### src/rtl/tat_ram.sv
// Simple dual-port RAM, one write and one registered read per cycle.
module tat_ram #(
   parameter int WIDTH = 8,
   parameter int DEPTH = 16
) (
   input  logic                     clock,
   input  logic                     rd_en,
   input  logic [$clog2(DEPTH)-1:0] rd_addr,
   output logic [WIDTH-1:0]         rd_data,
   input  logic                     wr_en,
   input  logic [$clog2(DEPTH)-1:0] wr_addr,
   input  logic [WIDTH-1:0]         wr_data
);

   logic [WIDTH-1:0] mem [DEPTH];
   logic [WIDTH-1:0] rd_data_ff;

   always_ff @(posedge clock) begin
      if (wr_en) begin
         mem[wr_addr] <= wr_data;
      end
      if (rd_en) begin
         rd_data_ff <= mem[rd_addr];
      end
   end

   assign rd_data = rd_data_ff;

endmodule

### config.mk
export PLATFORM = sky130hd
export DESIGN_NAME = tat_ram
export DESIGN_NICKNAME = d
export VERILOG_FILES = /design/src/rtl/tat_ram.sv
export SDC_FILE = /design/constraint.sdc
export NUM_CORES = 1
export LEC_CHECK = 0
export BUFFER_PORTS_ARGS = -buffer_cell sky130_fd_sc_hd__clkbuf_2
export CAP_MARGIN = 20
export CORE_UTILIZATION = 40
export DETAILED_ROUTE_END_ITERATION = 6
export PLACE_DENSITY = 0.67
export SLEW_MARGIN = 20
export SYNTH_ARGS = -nofsm -noshare
export SYNTH_HDL_FRONTEND = slang
export SYNTH_SLANG_ARGS = --single-unit
### constraint.sdc
create_clock -name clock -period 1.9 [get_ports clock]
set_input_delay 0.19 -clock clock [delete_from_list [all_inputs] [get_ports clock]]
set_output_delay 0.19 -clock clock [all_outputs]
set_load 0.05 [all_outputs]
==> metrics.yaml, run 1 <==
yosysWarnings: 0
clk_pin_slew_worst_paths_ns: 0.06
dr_wl_met2_um: 5159
fin_crit_sh: 0.8093
drcViolationCount: 0
vias: 2437
cp_data_required_time_ns: 2.04
worst_slack_ns: 0.3623
p_leak_nw: 2.114
cts_buffers: 17
cts_resized: 0
wl_met1_um: 4206
fin_tns_setup_ns: 0
wl_um: 9710
grt_pass1_vias: 2516
cts_buffer_depth: 2
grt_pass1_wl_um: 14840
dp_slack_ns: 0.1056
reg2reg_depth: 3
drv_slew: 0
vdd_drop_max_v: 0.0007975
antenna_found_initial: 0
clkLatencyLatePin_ns: 0.40
dieArea_mm2: 0.01353
worst_slew_pin_slew_ns: 0.6327
worst_r2r_startpoint: "mem[1][1]"
crit_path_start_kind: "flop"
root_buffer: "clkbuf_16"
holdBufCountCts: 0
slowest_delay_ns: 0.50
holdPathStages: 1
drive_above_1_share: 0.3199
crit_chain: "mux4_1 > a22oi_1 > nand2_1"
htree_levels: 4
place_congestion: 0.7168
min_to: "rd_data[2]"
drt_iter0_drc: 206
io_pins: 27
synth_top_cell_by_area: "edfxtp_1"
setup.worst_path.end_class: "flop"
start_util: 0.4126
synth_area_leaders: "edfxtp_1, mux4_2, mux4_1"
wl_per_cell_um: 20.70
drv_cap: 0
hold_viol: 0
syn_inst: 229
synth.distinct_cells: 18
grt_overflow: 0
regArea_mm2: 0.004084
holdCritStartpoint: "rd_en"
firstDrtPassIters: 4
post-cts-setup-buffer-count: 0
ff2ff_setup_slack_ns: 0.36
fmax_mhz: 650.3
grt_max_degree: 33
rsz0062_at_grt: "no"
run_status: "finished clean"
cts.sinks: 136
numPortBuffers: 26
power_density_mw_per_mm2: 1124
critPathSlowestCell: "mux4_1"
vias_per_cell: 5.196
critPathLaunch: "mem[1][1]"
fin_skew_ns: 0.009697
syn_area_mm2: 0.005228
path_max_fanout: 1
period_needed_ns: 1.538
coreArea_mm2: 0.01267
cp.arrival_ns: 1.68
die_w_um: 116.3
nNetsFinal: 303
area_growth_syn_to_layout_pct: 19.77
cts_tree: "yes"
multiInputGateArea_mm2: 0.001057
min_path_type: "primary input to flop"
grt_usage: 0.1586
synth.avg_cell_area_um2: 22.83
row_count: 41
setup_violations: 0
highest_layer: "met4"
wl_met3_um: 269
synth_nets: 248
crit_type: "flop to flop"
synth_top_cell_area_share: 0.7812
nFillCells: 1011
slew_headroom: 0.5767
dp_hpwl_um: 6102
seq_area_frac_synth: 0.7812
postRouteAntennaNets: 0
synth-seq-cells: 136
diodes: 0
die_y_um: 116.3
reg2reg_to: "rd_data[1]"
layer usage:
metal  vias to the layer above  GRT usage
met5                         -          0
met4                         0    0.05385
met3                         5    0.03788
met2                        47     0.2718
met1                      1290     0.1982
li1                       1095          -
stage by stage:
stage | hold slack, ns | cell area (um2) | util | power (mW) | instances
detailed placement | 0.6194 | 5662 | 0.4468 | 3.821 | 437
CTS | 0.1986 | 6261 | 0.4941 | 7.091 | 469
global route | 0.1967 | 6261 | 0.4941 | 7.238 | 469
floorplan | 0.2889 | 5228 | - | 3.678 | 229
global placement | 0.5897 | 5662 | 0.4468 | 3.810 | 437
finish | 0.2100 | 6261 | 0.4941 | 7.038 | 469
where the power goes:
part	total [mW]	internal, mW	switching [mW]	leakage (nW)
Combinational	0.356	0.133	0.223	0.593
Sequential	3.40	3.38	0.0163	1.24
Clock	3.29	2.07	1.21	0.285
worst max-delay path, delay by kind of cell, from the launching register on:
kind               cells  cell delay [ns]
DFF                    1             0.37
and+or+nand+nor        1             0.09
AOI/OAI and AO/OA      1             0.32
muxes                  1             0.50
cell usage after synthesis:
master           number
and2_1                1
and2b_1               1
buf_6                 3
mux4_2               18
a22oi_1              16
nor2b_1               1
buf_4                 1
nand3b_1              2
or3b_2                1
mux4_1               14
nor3_1                4
clkdlybuf4s25_2       3
nand2_1               9
nor2_1               13
buf_2                 3
edfxtp_1            136
nand3_1               1
nand2b_1              2
cell type report:
type / count / share of cell area
Multi-Input combinational cell: 83 / 0.1689
Timing Repair Buffer: 46 / 0.04876
Clock inverter: 14 / 0.02718
Tap cell: 172 / 0.03437
Sequential cell: 136 / 0.6523
Clock buffer: 18 / 0.06855
logic make-up after synthesis:
logic type | Yosys count | synth area share
compound gates | 16 | 0.02298
buf+inv | 10 | 0.01651
mux | 32 | 0.1479
flops | 136 | 0.7812
simple gates | 35 | 0.03136
worst max path at each step:
stage	slack, ns	end	depth (start not counted)
floorplan	0.22	mem[0][0]	2
global placement	0.13	rd_data[3]	5
detailed placement	0.11	rd_data[1]	5
CTS	0.38	rd_data[1]	3
global route	0.32	rd_data[1]	3
finish	0.36	rd_data[1]	3
sequential cells by signal (all words and copies together), names as in the netlist:
register and cells:
rd_data 8, mem 128
cell usage in the layout (no fill, tap or decap):
master | Yosys | routed
clkinv_4 | 0 | 1
and2_1 | 1 | 1
nand3b_1 | 2 | 2
inv_6 | 0 | 4
clkbuf_2 | 0 | 26
buf_12 | 0 | 2
nor2b_1 | 1 | 1
mux4_1 | 14 | 14
mux4_2 | 18 | 18
bufinv_16 | 0 | 3
clkinv_2 | 0 | 2
nand2b_1 | 2 | 2
nor3_1 | 4 | 4
a22oi_1 | 16 | 16
nand2_1 | 9 | 9
nor2_1 | 13 | 13
and2b_1 | 1 | 1
clkbuf_1 | 0 | 1
clkinv_1 | 0 | 1
buf_4 | 1 | 18
nand3_1 | 1 | 1
clkbuf_16 | 0 | 17
clkinvlp_4 | 0 | 3
or3b_2 | 1 | 1
edfxtp_1 | 136 | 136
(Power assumes the default switching activity.)
==> inputs of run 2 (changes only) <==
==> constraint.sdc (replaced) <==
create_clock -name clock -period 1.55 [get_ports clock]
set_input_delay 0.155 -clock clock [delete_from_list [all_inputs] [get_ports clock]]
set_output_delay 0.155 -clock clock [all_outputs]
set_load 0.05 [all_outputs]
==> run 2 against run 1 <==
Sequential share of layout area down 0.75 points. Sequential power rose by 23%. Register-to-register slack worse by 0.29 ns. Cell count is 2.1% higher. Global-route usage rose by 0.93 points. Non-clock buffer count grew 10. Critical path type unchanged.
==> metrics.yaml, run 2 (synthesis gave the netlist of run 1 again) <==
cp.arrival_ns: 1.64  # was 1.68 ns
largest_reg_flops: 128  # unchanged
clkLatencyLatePin_ns: 0.41  # was 0.40 ns
finish.utilization: 0.4999  # was 0.4941
die_w_um: 116.3  # unchanged
layout_commonest_cell: "edfxtp_1"  # unchanged
place_congestion: 0.7440  # was 0.7168
period_needed_ns: 1.479  # was 1.538 ns
root_buffer: "clkbuf_16"  # unchanged
io_pins: 27  # unchanged
crit_type: "flop to flop"  # unchanged
start_util: 0.4126  # unchanged
die_y_um: 116.3  # unchanged
firstDrtPassIters: 5  # was 4
coreArea_mm2: 0.01267  # unchanged
drv_slew: 0  # unchanged
wl_per_cell_um: 20.97  # was 20.70 um
cp_data_required_time_ns: 1.71  # was 2.04 ns
area_growth_syn_to_layout_pct: 21.16  # was 19.77%
path_max_fanout: 1  # unchanged
drive_above_1_share: 0.3420  # was 0.3199
vdd_drop_max_v: 0.0009722  # was 0.0007975 V
grt_max_degree: 24  # was 33
drv_cap: 0  # unchanged
clk_pin_slew_worst_paths_ns: 0.06  # about the same
run_status: "finished clean"  # unchanged
top_register: "mem"  # unchanged
fin_skew_ns: 0.006638  # was 0.009697 ns
drt_iter0_drc: 235  # was 206
grt_pass1_wl_um: 15260  # was 14840 um
diodes: 0  # unchanged
grt_overflow: 0  # unchanged
nNetsFinal: 313  # was 303
finalInstanceArea_mm2: 0.006334  # was 0.006261 mm2
worst_slew_pin_slew_ns: 0.8558  # was 0.6327 ns
crit_chain: "mux4_1 > a22oi_1 > nand2_1"  # unchanged
antenna_found_initial: 0  # unchanged
vias: 2470  # was 2437
row_count: 41  # unchanged
setup_violations: 0  # unchanged
drcViolationCount: 0  # unchanged
post-cts-setup-buffer-count: 0  # unchanged
p_leak_nw: 2.154  # was 2.114 nW
setup.worst_path.end_class: "flop"  # unchanged
dp_hpwl_um: 6654  # was 6102 um
cts_buffer_depth: 2  # unchanged
cp_top_family: "multiplexers"  # unchanged
postRouteAntennaNets: 0  # unchanged
fmax_mhz: 676.0  # was 650.3 MHz
hold_slack_ns: 0.1713  # was 0.2100 ns
cts.sinks: 136  # unchanged
crit_path_start_kind: "flop"  # unchanged
vias_per_cell: 5.157  # was 5.196
wl_um: 10050  # was 9710 um
slowest_delay_ns: 0.48  # was 0.50 ns
fin_crit_sh: 0.9544  # was 0.8093
dpl_cell_area_mm2: 0.005742  # was 0.005662 mm2
grt_usage: 0.1680  # was 0.1586
min_path_type: "primary input to flop"  # unchanged
dieArea_mm2: 0.01353  # unchanged
final_cell_mix: "edfxtp_1, buf_4, clkbuf_2"  # was edfxtp_1, clkbuf_2, mux4_2, buf_4, clkbuf_16
holdBufCountCts: 0  # unchanged
slew_headroom: 0.4274  # was 0.5767
critPathSlowestCell: "mux4_1"  # unchanged
numPortBuffers: 26  # unchanged
path_buf_inv: 0  # unchanged
htree_levels: 4  # unchanged
hold_viol: 0  # unchanged
cts_buffers: 17  # unchanged
grt_pass1_vias: 2545  # was 2516
cts_tree: "yes"  # unchanged
rsz0062_at_grt: "no"  # unchanged
power_density_mw_per_mm2: 1350  # was 1124 mW/mm2
nFillCells: 1001  # was 1011
run 2: cell count changes in the layout (fill, tap and decap cells not counted), sizes merged:
| cell | before | now |
|---|---|---|
| clkinvlp | 3 | 5 |
| clkinv | 4 | 6 |
| inv | 4 | 0 |
| buf | 20 | 30 |
run 2: path summary, 6_finish.rpt:
kind               from         end  slack [ns]  depth (start not counted)
min reg2reg  mem[15][2]  rd_data[2]        0.74                          3
min          wr_data[1]   mem[4][1]        0.17                          1
max reg2reg   mem[3][3]  rd_data[3]        0.07                          3
max           mem[3][3]  rd_data[3]        0.07                          3
run 2: report_power, final:
| part | total (mW) | internal, mW | leakage [nW] | switching, mW |
|---|---|---|---|---|
| Clock | 3.93 | 2.50 | 0.270 | 1.43 |
| Combinational | 0.449 | 0.171 | 0.648 | 0.278 |
| Sequential | 4.17 | 4.15 | 1.24 | 0.0245 |
| Total | 8.55 | 6.82 | 2.15 | 1.73 |
run 2: worst reg2reg max path: cells and delay by family (launching register included):
kind | cells | cell delay [ns]
AOI/OAI and AO/OA | 1 | 0.29
DFF | 1 | 0.37
muxes | 1 | 0.48
and+or+nand+nor | 1 | 0.09
run 2: repair_timing:
| item | 4_1_cts | 5_1_grt |
|---|---|---|
| pin swaps | 0 | 1 |
| endpoints found under the setup margin | 1 | 1 |
| gates resized for setup | 1 | 0 |
run 2: per-layer routing:
metal | GRT usage | part of all wire | vias up
met5 | 0 | 0 | -
met4 | 0.06923 | 0.010 | 0
met3 | 0.05501 | 0.058 | 7
met2 | 0.2592 | 0.50 | 87
met1 | 0.2204 | 0.43 | 1264
li1 | - | - | 1112
run 2: area by class of cell:
| cell class | count | area (um2) | share of cell area |
|---|---|---|---|
| Clock inverter | 14 | 157.7 | 0.02489 |
| Sequential cell | 136 | 4084 | 0.6448 |
| Clock buffer | 18 | 429.2 | 0.06776 |
| Timing Repair Buffer | 56 | 380.4 | 0.06006 |
| Multi-Input combinational cell | 83 | 1067 | 0.1685 |
| Tap cell | 172 | 215.2 | 0.03398 |
run 2: through the flow:
step | TNS, ns | total power [mW] | instances | setup slack [ns]
final | 0 | 8.549 | 479 | 0.07061
after global routing | 0 | 8.816 | 479 | 0.01626
after CTS | 0 | 8.621 | 479 | 0.05331
after detailed placement | -0.9856 | 4.702 | 447 | -0.2538
after global placement | -0.9001 | 4.688 | 447 | -0.2136
after floorplan | 0 | 4.509 | 229 | 0.1126
==> inputs of run 3 (changes only) <==
--- a/config.mk
+++ b/config.mk
@@ -7,9 +7,9 @@
 export LEC_CHECK = 0
 export BUFFER_PORTS_ARGS = -buffer_cell sky130_fd_sc_hd__clkbuf_2
 export CAP_MARGIN = 20
-export CORE_UTILIZATION = 40
+export CORE_UTILIZATION = 44
 export DETAILED_ROUTE_END_ITERATION = 6
-export PLACE_DENSITY = 0.67
+export PLACE_DENSITY = 0.72
 export SLEW_MARGIN = 20
 export SYNTH_ARGS = -nofsm -noshare
 export SYNTH_HDL_FRONTEND = slang
==> run 3 against run 2 <==
The run now ends with design-rule violations left. Global-route usage is 1.4 points higher. Clock skew is 0.00066 ns higher. Sequential share of layout area is 0.81 points higher. Clock power hardly changed. Power hardly changed. Cell count is 7.1% lower. Worst hold slack worse by 0.020 ns. Critical endpoint unchanged. Largest cell class unchanged. Largest power group unchanged.
==> metrics.yaml, run 3 (synthesis gave the netlist of run 1 again) <==
ff2ff_setup_slack_ns: 0.07  # about the same
vias_per_cell: 5.813  # was 5.157
numPortBuffers: 26  # unchanged
postRouteAntennaNets: 0  # unchanged
dp_slack_ns: -0.1899  # was -0.2538 ns
fin_skew_ns: 0.007300  # was 0.006638 ns
run_status: "complete, but fails checks"  # was finished clean
setup_violations: 0  # unchanged
cp_data_required_time_ns: 1.72  # was 1.71 ns
io_pins: 27  # unchanged
period_needed_ns: 1.481  # was 1.479 ns
clkLatencyLatePin_ns: 0.41  # about the same
dp_hpwl_um: 6413  # was 6654 um
diodes: 0  # unchanged
cp_top_family: "multiplexers"  # unchanged
fmax_mhz: 675.2  # was 676.0 MHz
fin_crit_sh: 0.9556  # was 0.9544
crit_chain: "mux4_1 > a22oi_1 > nand2_1"  # unchanged
layout_commonest_cell: "edfxtp_1"  # unchanged
hold_viol: 0  # unchanged
holdCritStartpoint: "wr_data[4]"  # was wr_data[1]
die_y_um: 111  # was 116.3 um
firstDrtPassIters: 7  # was 5
min_to: "mem[6][4]"  # was mem[4][1]
htree_levels: 4  # unchanged
grt_pass1_vias: 2623  # was 2545
reg2reg_to: "rd_data[3]"  # unchanged
drive_above_1_share: 0.3411  # was 0.3420
violations: "design-rule violations"
drv_cap: 0  # unchanged
slowest_delay_ns: 0.55  # was 0.48 ns
antenna_found_initial: 0  # unchanged
root_buffer: "clkbuf_16"  # unchanged
finish.utilization: 0.5431  # was 0.4999
dieArea_mm2: 0.01232  # was 0.01353 mm2
grt_usage: 0.1819  # was 0.1680
power_density_mw_per_mm2: 1366  # was 1350 mW/mm2
drv_slew: 0  # unchanged
grt_overflow: 0  # unchanged
nNetsFinal: 308  # was 313
largest_reg_flops: 128  # unchanged
worst_slack_ns: 0.06886  # was 0.07061 ns
die_w_um: 111  # was 116.3 um
crit_path_start_kind: "flop"  # unchanged
grt_max_degree: 23  # was 24
dp_cells: 413  # was 447
place_congestion: 0.7411  # was 0.7440
cts_buffers: 17  # unchanged
worst_slew_pin_slew_ns: 0.8240  # was 0.8558 ns
slew_headroom: 0.4495  # was 0.4274
holdBufCountCts: 0  # unchanged
clk_pin_slew_worst_paths_ns: 0.07  # was 0.06 ns
post-cts-setup-buffer-count: 0  # unchanged
cts.sinks: 136  # unchanged
coreArea_mm2: 0.01152  # was 0.01267 mm2
worst_r2r_startpoint: "mem[1][3]"  # was mem[3][3]
setup.worst_path.end_class: "flop"  # unchanged
cp.arrival_ns: 1.65  # was 1.64 ns
wl_um: 10270  # was 10050 um
wl_per_cell_um: 23.07  # was 20.97 um
final_cell_mix: "edfxtp_1, clkbuf_2, buf_4"  # was edfxtp_1, buf_4, clkbuf_2
path_max_fanout: 1  # unchanged
min_path_type: "primary input to flop"  # unchanged
drcViolationCount: 7  # was 0
grt_pass1_wl_um: 15640  # was 15260 um
vdd_drop_max_v: 0.0007526  # was 0.0009722 V
crit_type: "flop to flop"  # unchanged
path_buf_inv: 0  # unchanged
fin_cells: 445  # was 479
cts_resized: 0  # was 1
rsz0062_at_grt: "no"  # unchanged
reg2reg_depth: 3  # unchanged
cts_tree: "yes"  # unchanged
start_util: 0.4539  # was 0.4126
top_register: "mem"  # unchanged
drt_iter0_drc: 277  # was 235
area_growth_syn_to_layout_pct: 19.65  # was 21.16%
vias: 2587  # was 2470
critPathSlowestCell: "mux4_1"  # unchanged
p_leak_nw: 2.139  # was 2.154 nW
holdPathStages: 1  # unchanged
row_count: 39  # was 41
cts_buffer_depth: 2  # unchanged
==> run 3: changes by cell type in the layout (fill, tap and decap cells not counted), moves of 2 or more <==
cell        before  now
inv_6            0    6
buf_4           28   23
clkinvlp_4       5    1
inv_8            0    4
bufinv_16        3    1
clkinv_1         3    1
clkinv_2         2    0
==> run 3: report_power, final <==
| group | total (mW) | switching [mW] | internal, mW |
|---|---|---|---|
| Clock | 3.92 | 1.64 | 2.28 |
| Sequential | 4.17 | 0.0236 | 4.14 |
| Combinational | 0.458 | 0.286 | 0.172 |
| Total | 8.55 | 1.95 | 6.59 |
==> run 3: how the worst max path moves through the flow <==
stage | slack (ns) | end | depth (start not counted) | startpoint
6_report | 0.07 | rd_data[3] | 3 | mem[1][3]
5_1_grt | 0.01 | rd_data[3] | 3 | mem[1][3]
4_1_cts | 0.01 | rd_data[1] | 3 | mem[10][1]
3_5_place_dp | -0.19 | rd_data[2] | 5 | rd_addr[0]
3_3_place_gp | -0.18 | rd_data[1] | 6 | rd_addr[0]
2_1_floorplan | 0.11 | rd_data[1] | 5 | rd_addr[0]
==> run 3: stage by stage <==
stage	instance area (um2)	power (mW)	hold WS [ns]	setup TNS (ns)
floorplan	5233	4.509	0.2539	0
global placement	5668	4.687	0.5660	-0.8763
detailed placement	5668	4.703	0.5808	-1.109
CTS	6250	8.595	0.1464	0
global route	6255	8.798	0.1580	0
finish	6255	8.546	0.1514	0
==> run 3: routing by layer <==
layer | global-route usage | wire, um
met1 | 0.2471 | 4338
met4 | 0.08676 | 255
met2 | 0.2746 | 4792
met5 | 0 | 0
met3 | 0.04921 | 882
==> run 3: area by class of cell <==
cell class                 instances  area [um2]
tap                              143       178.9
sequential                       136        4084
fill                             853        5261
clock inverter                    15       156.4
multi-input combinational         83        1067
timing repair buffer              51       342.8
clock buffer                      17       425.4
